--- config.mk ---
export PLATFORM = sky130hd
export DESIGN_NAME = deque_with_remove_matching
export DESIGN_NICKNAME = d
export VERILOG_FILES = /design/src/rtl/dqrm_pkg.sv /design/src/rtl/dqrm_ram.sv /design/src/rtl/dqrm_ctrl.sv /design/src/rtl/dqrm_dp.sv /design/src/rtl/deque_with_remove_matching.sv
export SDC_FILE = /design/constraint.sdc
export NUM_CORES = 1
export LEC_CHECK = 0
export BUFFER_PORTS_ARGS = -buffer_cell sky130_fd_sc_hd__buf_2
export CAP_MARGIN = 20
export CORE_MARGIN = 4
export CORE_UTILIZATION = 30
export CTS_CLUSTER_DIAMETER = 40
export DETAILED_ROUTE_END_ITERATION = 12
export PLACE_DENSITY = 0.52
export SYNTH_ARGS = -nofsm -noshare
export SYNTH_HDL_FRONTEND = slang
export SYNTH_SLANG_ARGS = --single-unit
--- constraint.sdc ---
create_clock -name clk -period 3.78 [get_ports clk]
set_input_delay 0.756 -clock clk [delete_from_list [all_inputs] [get_ports clk]]
set_output_delay 0.756 -clock clk [all_outputs]
set_load 0.01 [all_outputs]
--- src/rtl/dqrm_pkg.sv ---
// Shared types and constants for the deque with remove-by-value.
// Used by dqrm_ctrl, dqrm_dp and the top level deque_with_remove_matching.
package dqrm_pkg;

    typedef enum logic [1:0] {
        FUNC_PUSH_BACK  = 2'd0,
        FUNC_PUSH_FRONT = 2'd1,
        FUNC_POP_FRONT  = 2'd2,
        FUNC_REMOVE     = 2'd3
    } func_t;

    localparam logic [1:0] ST_OK    = 2'd0;
    localparam logic [1:0] ST_EMPTY = 2'd1;
    localparam logic [1:0] ST_FULL  = 2'd2;

    localparam int IdPortW  = 16;
    localparam int CntPortW = 5;

    // Commands from the controller to the datapath
    typedef struct packed {
        logic capture;
        logic push;
        logic pop_rd;
        logic pop_done;
        logic scan_init;
        logic scan_step;
        logic fail_done;
    } dq_cmd_t;

    // Status from the datapath to the controller
    typedef struct packed {
        func_t func;
        logic  full;
        logic  empty;
        logic  scan_last;
        logic  slot_free;
    } dq_sts_t;

endpackage

--- src/rtl/dqrm_ram.sv ---
// Generic single-write, single-read RAM with registered read data.
// No dependencies.
module dqrm_ram #(
    parameter int WIDTH = 16,
    parameter int DEPTH = 16
) (
    input  logic                     clk,
    input  logic                     wr_en,
    input  logic [$clog2(DEPTH)-1:0] wr_addr,
    input  logic [WIDTH-1:0]         wr_data,
    input  logic                     rd_en,
    input  logic [$clog2(DEPTH)-1:0] rd_addr,
    output logic [WIDTH-1:0]         rd_data
);

    logic [WIDTH-1:0] mem [DEPTH];

    always_ff @(posedge clk)
    begin
        if (wr_en)
        begin
            mem[wr_addr] <= wr_data;
        end
        if (rd_en)
        begin
            rd_data <= mem[rd_addr];
        end
    end

endmodule

--- src/rtl/dqrm_ctrl.sv ---
// Controller state machine for the deque: sequences push, pop and the remove scan.
// Depends on dqrm_pkg for the command and status structs.
module dqrm_ctrl (
    input  logic              clk,
    input  logic              rst_n,
    input  logic              req_valid,
    output logic              req_stall,
    input  dqrm_pkg::dq_sts_t sts,
    output dqrm_pkg::dq_cmd_t cmd
);

    typedef enum logic [3:0] {
        S_IDLE = 4'b0001,
        S_EXEC = 4'b0010,
        S_POP  = 4'b0100,
        S_SCAN = 4'b1000
    } state_t;

    state_t state_reg;
    state_t state_next;

    assign req_stall = (state_reg != S_IDLE);

    always_comb
    begin
        cmd        = '0;
        state_next = state_reg;
        case (state_reg)
            S_IDLE:
            begin
                if (req_valid)
                begin
                    cmd.capture = 1'b1;
                    state_next  = S_EXEC;
                end
            end
            S_EXEC:
            begin
                case (sts.func)
                    dqrm_pkg::FUNC_PUSH_BACK, dqrm_pkg::FUNC_PUSH_FRONT:
                    begin
                        if (sts.slot_free)
                        begin
                            cmd.fail_done = sts.full;
                            cmd.push      = !sts.full;
                            state_next    = S_IDLE;
                        end
                    end
                    dqrm_pkg::FUNC_POP_FRONT:
                    begin
                        if (!sts.empty)
                        begin
                            cmd.pop_rd = 1'b1;
                            state_next = S_POP;
                        end
                        else if (sts.slot_free)
                        begin
                            cmd.fail_done = 1'b1;
                            state_next    = S_IDLE;
                        end
                    end
                    default:
                    begin
                        if (!sts.empty)
                        begin
                            cmd.scan_init = 1'b1;
                            state_next    = S_SCAN;
                        end
                        else if (sts.slot_free)
                        begin
                            cmd.fail_done = 1'b1;
                            state_next    = S_IDLE;
                        end
                    end
                endcase
            end
            S_POP:
            begin
                if (sts.slot_free)
                begin
                    cmd.pop_done = 1'b1;
                    state_next   = S_IDLE;
                end
            end
            S_SCAN:
            begin
                // hold the final step until the result register can take it
                if (!sts.scan_last || sts.slot_free)
                begin
                    cmd.scan_step = 1'b1;
                    if (sts.scan_last)
                    begin
                        state_next = S_IDLE;
                    end
                end
            end
            default:
            begin
                state_next = S_IDLE;
            end
        endcase
    end

    always_ff @(posedge clk or negedge rst_n)
    begin
        if (!rst_n)
        begin
            state_reg <= S_IDLE;
        end
        else
        begin
            state_reg <= state_next;
        end
    end

endmodule

--- src/rtl/dqrm_dp.sv ---
// Datapath for the deque: front/count registers, entry RAM, scan counters, result register.
// Depends on dqrm_pkg and dqrm_ram.
module dqrm_dp #(
    parameter int DEPTH   = 16,
    parameter int ID_BITS = 16
) (
    input  logic                                  clk,
    input  logic                                  rst_n,
    input  logic [1:0]                            func,
    input  logic [dqrm_pkg::IdPortW-1:0]          tray_id,
    input  logic                                  rsp_stall,
    input  dqrm_pkg::dq_cmd_t                     cmd,
    output dqrm_pkg::dq_sts_t                     sts,
    output logic                                  rsp_valid,
    output logic [dqrm_pkg::IdPortW-1:0]          tray_out,
    output logic [1:0]                            status,
    output logic [dqrm_pkg::CntPortW-1:0]         removed_count,
    output logic [dqrm_pkg::CntPortW-1:0]         count_after
);

    localparam int AW = $clog2(DEPTH);
    localparam int CW = $clog2(DEPTH + 1);

    dqrm_pkg::func_t              func_reg;
    logic [ID_BITS-1:0]           id_reg;
    logic [AW-1:0]                front_reg;
    logic [CW-1:0]                count_reg;
    logic [CW-1:0]                k_reg;
    logic [CW-1:0]                kept_reg;
    logic [CW-1:0]                removed_reg;

    logic                         rsp_valid_reg;
    logic [dqrm_pkg::IdPortW-1:0] rsp_tray_reg;
    logic [1:0]                   rsp_status_reg;
    logic [dqrm_pkg::CntPortW-1:0] rsp_removed_reg;
    logic [dqrm_pkg::CntPortW-1:0] rsp_count_reg;

    logic                         wr_en;
    logic [AW-1:0]                wr_addr;
    logic [ID_BITS-1:0]           wr_data;
    logic                         rd_en;
    logic [AW-1:0]                rd_addr;
    logic [ID_BITS-1:0]           rd_data;

    logic                         slot_free;
    logic                         full;
    logic                         empty;
    logic                         scan_last;
    logic                         match;
    logic [CW-1:0]                k_inc;
    logic [CW-1:0]                kept_next;
    logic [CW-1:0]                removed_next;
    logic [AW-1:0]                front_dec;
    logic [AW-1:0]                front_inc;
    logic [AW-1:0]                slot_back;
    logic [AW-1:0]                slot_kept;
    logic [AW-1:0]                slot_k1;
    logic [1:0]                   fail_status;

    // (front + offset) mod DEPTH; the sum stays below twice DEPTH
    function automatic logic [AW-1:0] wrap_slot(input logic [AW:0] s);
        if (s >= (AW+1)'(DEPTH))
        begin
            wrap_slot = AW'(s - (AW+1)'(DEPTH));
        end
        else
        begin
            wrap_slot = AW'(s);
        end
    endfunction

    assign slot_free    = !rsp_valid_reg || !rsp_stall;
    assign full         = (count_reg == CW'(DEPTH));
    assign empty        = (count_reg == '0);
    assign k_inc        = k_reg + CW'(1);
    assign scan_last    = (k_inc == count_reg);
    assign match        = (rd_data == id_reg);
    assign kept_next    = match ? kept_reg : kept_reg + CW'(1);
    assign removed_next = match ? removed_reg + CW'(1) : removed_reg;

    assign front_dec = (front_reg == '0) ? AW'(DEPTH - 1) : front_reg - AW'(1);
    assign front_inc = wrap_slot({1'b0, front_reg} + (AW+1)'(1));
    assign slot_back = wrap_slot({1'b0, front_reg} + (AW+1)'(count_reg));
    assign slot_kept = wrap_slot({1'b0, front_reg} + (AW+1)'(kept_reg));
    assign slot_k1   = wrap_slot({1'b0, front_reg} + (AW+1)'(k_inc));

    always_comb
    begin
        case (func_reg)
            dqrm_pkg::FUNC_PUSH_BACK, dqrm_pkg::FUNC_PUSH_FRONT: fail_status = dqrm_pkg::ST_FULL;
            dqrm_pkg::FUNC_POP_FRONT:                            fail_status = dqrm_pkg::ST_EMPTY;
            default:                                             fail_status = dqrm_pkg::ST_OK;
        endcase
    end

    // RAM port control: survivors are written back at the kept offset, never ahead of the read
    always_comb
    begin
        wr_en   = cmd.push || (cmd.scan_step && !match);
        wr_data = cmd.push ? id_reg : rd_data;
        if (cmd.push)
        begin
            wr_addr = (func_reg == dqrm_pkg::FUNC_PUSH_FRONT) ? front_dec : slot_back;
        end
        else
        begin
            wr_addr = slot_kept;
        end
        rd_en   = cmd.pop_rd || cmd.scan_init || (cmd.scan_step && !scan_last);
        rd_addr = cmd.scan_step ? slot_k1 : front_reg;
    end

    dqrm_ram #(
        .WIDTH (ID_BITS),
        .DEPTH (DEPTH)
    ) u_ram (
        .clk     (clk),
        .wr_en   (wr_en),
        .wr_addr (wr_addr),
        .wr_data (wr_data),
        .rd_en   (rd_en),
        .rd_addr (rd_addr),
        .rd_data (rd_data)
    );

    always_ff @(posedge clk or negedge rst_n)
    begin
        if (!rst_n)
        begin
            front_reg     <= '0;
            count_reg     <= '0;
            rsp_valid_reg <= 1'b0;
        end
        else
        begin
            if (cmd.push)
            begin
                count_reg <= count_reg + CW'(1);
                if (func_reg == dqrm_pkg::FUNC_PUSH_FRONT)
                begin
                    front_reg <= front_dec;
                end
            end
            if (cmd.pop_done)
            begin
                count_reg <= count_reg - CW'(1);
                front_reg <= front_inc;
            end
            if (cmd.scan_step && scan_last)
            begin
                count_reg <= kept_next;
            end

            if (cmd.push || cmd.pop_done || cmd.fail_done || (cmd.scan_step && scan_last))
            begin
                rsp_valid_reg <= 1'b1;
            end
            else if (!rsp_stall)
            begin
                rsp_valid_reg <= 1'b0;
            end
        end
    end

    always_ff @(posedge clk)
    begin
        if (cmd.capture)
        begin
            func_reg <= dqrm_pkg::func_t'(func);
            id_reg   <= ID_BITS'(tray_id);
        end
        if (cmd.scan_init)
        begin
            k_reg       <= '0;
            kept_reg    <= '0;
            removed_reg <= '0;
        end
        else if (cmd.scan_step)
        begin
            k_reg       <= k_inc;
            kept_reg    <= kept_next;
            removed_reg <= removed_next;
        end

        if (cmd.push)
        begin
            rsp_tray_reg    <= '0;
            rsp_status_reg  <= dqrm_pkg::ST_OK;
            rsp_removed_reg <= '0;
            rsp_count_reg   <= dqrm_pkg::CntPortW'(count_reg + CW'(1));
        end
        else if (cmd.pop_done)
        begin
            rsp_tray_reg    <= dqrm_pkg::IdPortW'(rd_data);
            rsp_status_reg  <= dqrm_pkg::ST_OK;
            rsp_removed_reg <= '0;
            rsp_count_reg   <= dqrm_pkg::CntPortW'(count_reg - CW'(1));
        end
        else if (cmd.fail_done)
        begin
            rsp_tray_reg    <= '0;
            rsp_status_reg  <= fail_status;
            rsp_removed_reg <= '0;
            rsp_count_reg   <= dqrm_pkg::CntPortW'(count_reg);
        end
        else if (cmd.scan_step && scan_last)
        begin
            rsp_tray_reg    <= '0;
            rsp_status_reg  <= dqrm_pkg::ST_OK;
            rsp_removed_reg <= dqrm_pkg::CntPortW'(removed_next);
            rsp_count_reg   <= dqrm_pkg::CntPortW'(kept_next);
        end
    end

    assign sts.func      = func_reg;
    assign sts.full      = full;
    assign sts.empty     = empty;
    assign sts.scan_last = scan_last;
    assign sts.slot_free = slot_free;

    assign rsp_valid     = rsp_valid_reg;
    assign tray_out      = rsp_tray_reg;
    assign status        = rsp_status_reg;
    assign removed_count = rsp_removed_reg;
    assign count_after   = rsp_count_reg;

endmodule

--- src/rtl/deque_with_remove_matching.sv ---
// Bounded double-ended queue of tray identifiers with remove-by-value.
// Top level: joins dqrm_ctrl and dqrm_dp; depends on dqrm_pkg, dqrm_ram.
//
// One request at a time: push back, push front, pop front, or remove every
// held entry equal to tray_id while keeping the order of the rest. Every
// request returns exactly one result transfer. Entries live in a DEPTH-entry
// circular RAM with registered read; the front slot and the entry count are
// registers. A push takes the transfer, then writes; a pop reads the RAM and
// returns the registered read data. A remove compacts the held entries by
// walking them through the single RAM read port one per cycle (the last one
// waits for a free result register) and writes each survivor back packed.
// Failed requests (push on full, pop on empty, remove on empty) write nothing.
// The result sits in an output register; a stalled result holds the final
// step of the next request but never the request transfer itself. Counts
// on the result port are the low 5 bits of the internal count.
module deque_with_remove_matching #(
    parameter int DEPTH   = 16,
    parameter int ID_BITS = 16
) (
    input  logic        clk,
    input  logic        rst_n,
    // request channel
    input  logic        req_valid,
    output logic        req_stall,
    input  logic [1:0]  func,
    input  logic [15:0] tray_id,
    // result channel
    output logic        rsp_valid,
    input  logic        rsp_stall,
    output logic [15:0] tray_out,
    output logic [1:0]  status,
    output logic [4:0]  removed_count,
    output logic [4:0]  count_after
);

    dqrm_pkg::dq_cmd_t cmd;
    dqrm_pkg::dq_sts_t sts;

    // sequence each request: capture, execute, read wait or scan, finish
    dqrm_ctrl u_ctrl (
        .clk       (clk),
        .rst_n     (rst_n),
        .req_valid (req_valid),
        .req_stall (req_stall),
        .sts       (sts),
        .cmd       (cmd)
    );

    // hold queue state, the entry RAM and the result register
    dqrm_dp #(
        .DEPTH   (DEPTH),
        .ID_BITS (ID_BITS)
    ) u_dp (
        .clk           (clk),
        .rst_n         (rst_n),
        .func          (func),
        .tray_id       (tray_id),
        .rsp_stall     (rsp_stall),
        .cmd           (cmd),
        .sts           (sts),
        .rsp_valid     (rsp_valid),
        .tray_out      (tray_out),
        .status        (status),
        .removed_count (removed_count),
        .count_after   (count_after)
    );

    // A full-push result reports a full queue
    a_full_count: assert property (@(posedge clk) disable iff (!rst_n)
        (rsp_valid && status == dqrm_pkg::ST_FULL) |-> (count_after == 5'(DEPTH)))
        else $error("full status with count_after not at capacity");

    // An empty-pop result reports zero entries and no identifier
    a_empty_pop: assert property (@(posedge clk) disable iff (!rst_n)
        (rsp_valid && status == dqrm_pkg::ST_EMPTY) |-> (count_after == '0 && tray_out == '0))
        else $error("empty status with nonzero count or identifier");

    // Removed entries only come with an ok status
    a_removed_ok: assert property (@(posedge clk) disable iff (!rst_n)
        (rsp_valid && removed_count != '0) |-> (status == dqrm_pkg::ST_OK))
        else $error("removed entries reported with a failure status");

    // The block is busy right after taking a request
    a_busy_after: assert property (@(posedge clk) disable iff (!rst_n)
        (req_valid && !req_stall) |=> req_stall)
        else $error("request taken while previous one not started");

endmodule

==> metrics.txt, run 1 <==
Max Fclk approximately 280 MHz; Static Leak 6.49 nW; startpoint types register; Synth Net Count about 1200; PD cells 724 mW/mm^2; skew final approximately 0.026 ns; Iteration-0 DRC Markers 879; max FFs per register 256; final worst setup slack ~0.20 ns; Max-slew headroom approximately a quarter; Post-synth EDFFs 295; status completed; number of iterations in the first detailed-routing pass 5; DIE AREA roughly 0.054 mm^2; Place WS 0.184 ns; Post-Route WL ~42 mm; pin count of the biggest net entering global routing ~50; row cnt between 80 and 90; Most Crowded Layer GR met2; Synth Register Bits between 300 and 400; DRC Markers 0; CP Cell Sequence ha_1 -> or3b_1 -> a211oi_2 -> o311ai_2 -> o21ai_2 -> mux2i_4 -> buf_12 -> a211oi_1 -> a2111o_1 -> or4_1; total number of vias about 10000; I/O Pins 52; Core Region around 0.049 mm^2; Main synth FF type edfxtp_1; RSZ-0062 raised after global routing false; chip width about 230 um; vias per cell slightly above 5; max_cap viols 0; initial antenna violation count 0; setup TNS 0 ns; Worst path top cell family by delay compound AO/OA/AOI/OAI gates; async set-reset flop share out of synthesis under 10%; synth top area cells edfxtp_1, dfxtp_1, nand2_1; Clock Pin Slew Worst Setup and Hold Paths approximately 0.06 ns; period utilization between 90% and 100%; Layout area overhead 20.7%; worst endpoint required time ~4.1 ns; Biggest register u_dp.u_ram.mem; met2 usage between 20% and 30%; distinct cell type count after synthesis 69; GPL Wtd Cong about 0.83; final setup vio count 0; worst vdd ir about 330 uV; CP peak stage delay ~0.41 ns; post-CTS setup buffers 0; clock tree buffer depth 3; hold_ws about 0.12 ns; CTS tree done; worst-margin pin slew roughly 1.1 ns; top-count cell post-synth edfxtp_1; Warnings, synthesis 0; DP HPWL about 27 mm; nets@finish ~1300; global-route wire length before repair 63.6 mm; count of buffer and inverter cells on the critical path 1; Worst Hold Class input pin to async pin; Worst EP arrival 3.87 ns; CTS buffer count 47; area leader, netlist edfxtp_1; Seq/Total Area, Yosys 66.1%; diode count 0; met3 GRT Util 2.65%; clock latency on the worst-skew pair around 0.57 ns; Worst Path Max Fanout 36; WS Path Type register to register; H-tree depth 2; max-slew violations 0; Avg Inst Size Synth between 10 and 15 um^2; PnR Total Power ~0.013 W; Syn Inst Count 1164; Final ANT Viol Nets 0; M1 GR Usage around 22%; post-route minimum period roughly 3.6 ns; DIE HEIGHT ~230 um; top cells by count, synth edfxtp_1, nand2_1, nor2_1; CP Capture Type register; slowest cell on the critical path or4_1; routed len/inst between 20 and 25 um; all-layer global routing usage ~16%; Yosys top cell area share 58.7%; share of layout cells above drive strength 1 a little under a fifth; final hold vios 0; total gr overflow 0; vias in the first global route 9829; PortBufs 51; Netlist Area Pre-Place 0.0151 mm^2; CTS sink cnt approximately 350; Initial Utilization between 30% and 40%; Clock Root Buffer clkbuf_16
## placed cells by master, fill, tap and decap left out, drive strengths merged, types with 4 or more instances in the layout
| cell type | Yosys | final |
|---|---|---|
| a22o | 14 | 14 |
| edfxtp | 295 | 295 |
| inv | 11 | 21 |
| nor4 | 5 | 5 |
| o22ai | 19 | 19 |
| a31oi | 4 | 4 |
| buf | 27 | 117 |
| a211oi | 57 | 57 |
| xor2 | 35 | 35 |
| or2 | 5 | 5 |
| mux2i | 39 | 39 |
| a2111o | 16 | 16 |
| nor3 | 11 | 11 |
| mux2 | 18 | 18 |
| nor2 | 68 | 68 |
| bufinv | 0 | 7 |
| and3 | 5 | 5 |
| clkinvlp | 0 | 4 |
| a21o | 6 | 6 |
| nor4b | 7 | 7 |
| or4 | 16 | 16 |
| clkbuf | 42 | 52 |
| nand2 | 154 | 154 |
| dfrtp | 13 | 13 |
| ha | 18 | 18 |
| dfxtp | 38 | 38 |
| o21ai | 61 | 61 |
| a21oi | 58 | 58 |
| xnor2 | 17 | 17 |
| clkinv | 0 | 13 |
| nand3 | 58 | 58 |
| o211ai | 4 | 4 |
## per-layer routing
metal | vias to the layer above | share of wire, %
li1 | 4613 | -
met1 | 5000 | 44
met2 | 299 | 46
met3 | 76 | 6.2
met4 | 0 | 2.9
met5 | - | 0
## report_power, final
group | switching (W) | total (W) | internal [W]
registers | 0.000292 | 0.00494 | 0.00465
logic | 0.00224 | 0.00359 | 0.00135
clock network | 0.00176 | 0.00464 | 0.00289
## cells by family (layout without fill, tap and decap cells)
group / after synthesis / count (layout) / share of synthesized area (%)
fa+ha+maj: 21 / 21 / 1.89
simple gates: 347 / 347 / 10.6
mux: 57 / 57 / 3.96
flops: 347 / 347 / 66.1
compound gates: 258 / 258 / 11.7
xor+xnor: 54 / 54 / 3.37
buf+inv: 80 / 214 / 2.37
## per-stage QoR
| stage | utilization (%) | std cells | area, um^2 |
|---|---|---|---|
| 6_report | 36.9 | 1962 | 18200 |
| 5_1_grt | 36.9 | 1962 | 18200 |
| 4_1_cts | 36.9 | 1962 | 18200 |
| 3_5_place_dp | 33.5 | 1876 | 16500 |
| 3_3_place_gp | 33.5 | 1876 | 16500 |
| 2_1_floorplan | - | 1164 | 15100 |
## worst paths after layout
path	from	endpoint	slack, ns	depth (start not counted)
max	u_dp.k_reg[1]$_SDFFE_PP0N_	u_dp.u_ram.rd_data[1]$_DFFE_PP_	0.20	10
min	rst_n	u_ctrl.state_reg[1]$_DFFE_PN0P_	0.12	1
max reg2reg	u_dp.k_reg[1]$_SDFFE_PP0N_	u_dp.u_ram.rd_data[1]$_DFFE_PP_	0.20	10
min reg2reg	u_dp.status[1]$_SDFFE_PP0P_	u_dp.status[1]$_SDFFE_PP0P_	0.45	1
max in group asynchronous	rst_n	u_ctrl.state_reg[0]$_DFFE_PN1P_	3.35	1
min in group clk	tray_id[7]	u_dp.id_reg[7]$_DFFE_PP_	0.37	1
## final cells by class
type	count	area [um^2]
clock inverter	34	427
clock buffer	52	1240
multi-input combinational	737	4800
inverter	11	41.3
timing repair buffer	117	888
sequential	347	9970
fill	4731	31200
tap	664	831
## worst register-to-register path, cell delays in order (launching register included)
cell	delay [ns]
dfxtp_1	0.35
ha_1	0.26
or3b_1	0.38
a211oi_2	0.34
o311ai_2	0.17
o21ai_2	0.31
mux2i_4	0.36
buf_12	0.25
a211oi_1	0.10
a2111o_1	0.39
or4_1	0.41
## repair_timing
action	CTS	global route
hold buffers	0	0
endpoints found under the setup margin	0	16
gates resized for setup	0	1
No activity file was read; power rests on OpenSTA's default activity.
==> run 2, diff against run 1 <==
- GPL_TIMING_DRIVEN: unset -> 0
==> metrics.txt, run 2 (synthesis gave the netlist of run 1 again) <==
hold buffer count at CTS 0; vias per cell ~5.1; period utilization 98.0%; Power Internal 0.00895 W; skew final 0.0204 ns; Core Region ~0.049 mm^2; Psw 0.00456 W; Comb pwr share between 20% and 30%; DP HPWL approximately 29 mm; Worst path top cell family by delay simple AND/OR/NAND/NOR gates; PortBufs a little over 50; Max Fclk ~270 MHz; Initial Utilization between 30% and 40%; final setup vio count 0; final hold vios 0; global-route wire length before repair 63.4 mm; final worst setup slack about 0.074 ns; Biggest register u_dp.u_ram.mem; fillcell total between 4000 and 5000; Worst Hold Class input pin to async pin; CTS tree done; post-route minimum period between 3 and 4 ns; CP Capture Type register; diode count 0; Static Leak between 6 and 7 nW; Worst EP arrival approximately 4 ns; nets@finish around 1300; share of layout cells above drive strength 1 20.9%; Clock Root Buffer clkbuf_16; worst-margin pin slew ~1.0 ns; startpoint types register; Final ANT Viol Nets 0; CP peak stage delay between 0.4 and 0.5 ns; status completed; Layout area overhead 22.9%; DIE AREA between 0.05 and 0.06 mm^2; fin util between 30% and 40%; total number of vias around 10000; Max-slew headroom 30.5%; Post-Route WL 43.0 mm; CTS sink cnt between 300 and 400; RSZ-0062 raised after global routing true; row cnt approximately 80; all-layer global routing usage around 16%; DRC Markers 0; WS Path Type register to register; initial antenna violation count 0; Seq pwr share 36.4%; GPL Wtd Cong around 0.83; worst endpoint required time 4.07 ns; H-tree depth 2; max_cap viols 0; total gr overflow 0; number of iterations in the first detailed-routing pass 5; pin count of the biggest net entering global routing 21; count of buffer and inverter cells on the critical path 4; I/O Pins 52; most frequent cells in the layout edfxtp_1, nand2_1, buf_2; Place WS -0.696 ns; CP Cell Sequence buf_6 -> xor2_2 -> nor4b_2 -> o311a_1 -> or2_2 -> buf_4 -> nor2_4 -> buf_12 -> clkbuf_16 -> mux2_2 -> a2111o_1 -> or4_1; switching share of power between 30% and 40%; vias in the first global route roughly 9900; worst vdd ir about 350 uV; commonest non-fill, non-tap cell in the layout edfxtp_1; max-slew violations 0; Iteration-0 DRC Markers 922; Worst Path Max Fanout 8; CTS buffer count 49; clock latency on the worst-skew pair 0.57 ns; chip width roughly 230 um; routed len/inst 21.5 um; DIE HEIGHT about 230 um; clock tree buffer depth 3; PnR Total Power around 0.014 W; setup TNS 0 ns; clock share of power around a third; PD cells between 700 and 800 mW/mm^2; slowest cell on the critical path or4_1; Clock Pin Slew Worst Setup and Hold Paths approximately 0.06 ns; max FFs per register around 260
run 2: repair_timing:
item / CTS / global route
gates cloned: 1 / 1
buffers inserted: 6 / 8
setup endpoints to repair: 129 / 222
resized for setup: 29 / 49
pin swaps: 8 / 12
endpoints found under the hold margin: 0 / 0
run 2: final cells by class:
class	instances	area [um^2]	area share [%]
Clock inverter	34	404	2.18
Sequential cell	347	9970	53.8
Inverter	11	41.3	0.223
Timing Repair Buffer	80	656	3.54
Buffer	69	374	2.02
Multi-Input combinational cell	737	4980	26.8
Tap cell	664	831	4.48
Clock buffer	57	1280	6.89
run 2: worst register-to-register path, stage by stage (launching register included):
cell	delay, ns
dfrtp_1	0.37
buf_6	0.14
xor2_2	0.26
nor4b_2	0.12
o311a_1	0.39
or2_2	0.30
buf_4	0.17
nor2_4	0.11
buf_12	0.13
clkbuf_16	0.16
mux2_2	0.35
a2111o_1	0.46
or4_1	0.47
run 2: worst paths after layout:
check / slack [ns] / endpoint / startpoint / cells past startpoint
max: 0.07 / u_dp.u_ram.rd_data[12]$_DFFE_PP_ / u_dp.count_reg[4]$_DFFE_PN0P_ / 12
min: 0.11 / u_dp.front_reg[0]$_DFFE_PN0P_ / rst_n / 1
max reg2reg: 0.07 / u_dp.u_ram.rd_data[12]$_DFFE_PP_ / u_dp.count_reg[4]$_DFFE_PN0P_ / 12
min reg2reg: 0.47 / u_dp.status[1]$_SDFFE_PP0P_ / u_dp.status[1]$_SDFFE_PP0P_ / 1
max in group asynchronous: 3.35 / u_ctrl.state_reg[0]$_DFFE_PN1P_ / rst_n / 1
min in group clk: 0.36 / u_dp.id_reg[8]$_DFFE_PP_ / tray_id[8] / 1
run 2: layer usage:
metal	GRT usage [%]	part of all wire [%]	up-vias
met2	25.4	48	347
met4	4.60	2.4	0
met1	21.5	44	5086
met3	2.56	5.9	66
met5	0	0	-
li1	-	-	4676
run 2: power groups by stage:
stage | combinational, W | clock [W] | sequential, W
after floorplan | 0.00230 | 0 | 0.00491
after global placement | 0.00350 | 0 | 0.00498
after detailed placement | 0.00358 | 0 | 0.00498
after CTS | 0.00376 | 0.00475 | 0.00491
after global routing | 0.00426 | 0.00494 | 0.00495
final | 0.00393 | 0.00466 | 0.00492
run 2: through the flow:
stage	instances	hold slack, ns	cell area [um^2]
final	1999	0.109	18500
after global routing	1999	0.114	18500
after CTS	1990	0.102	18300
after detailed placement	1892	0.454	16400
after global placement	1879	0.445	16200
after floorplan	1164	0.460	15100
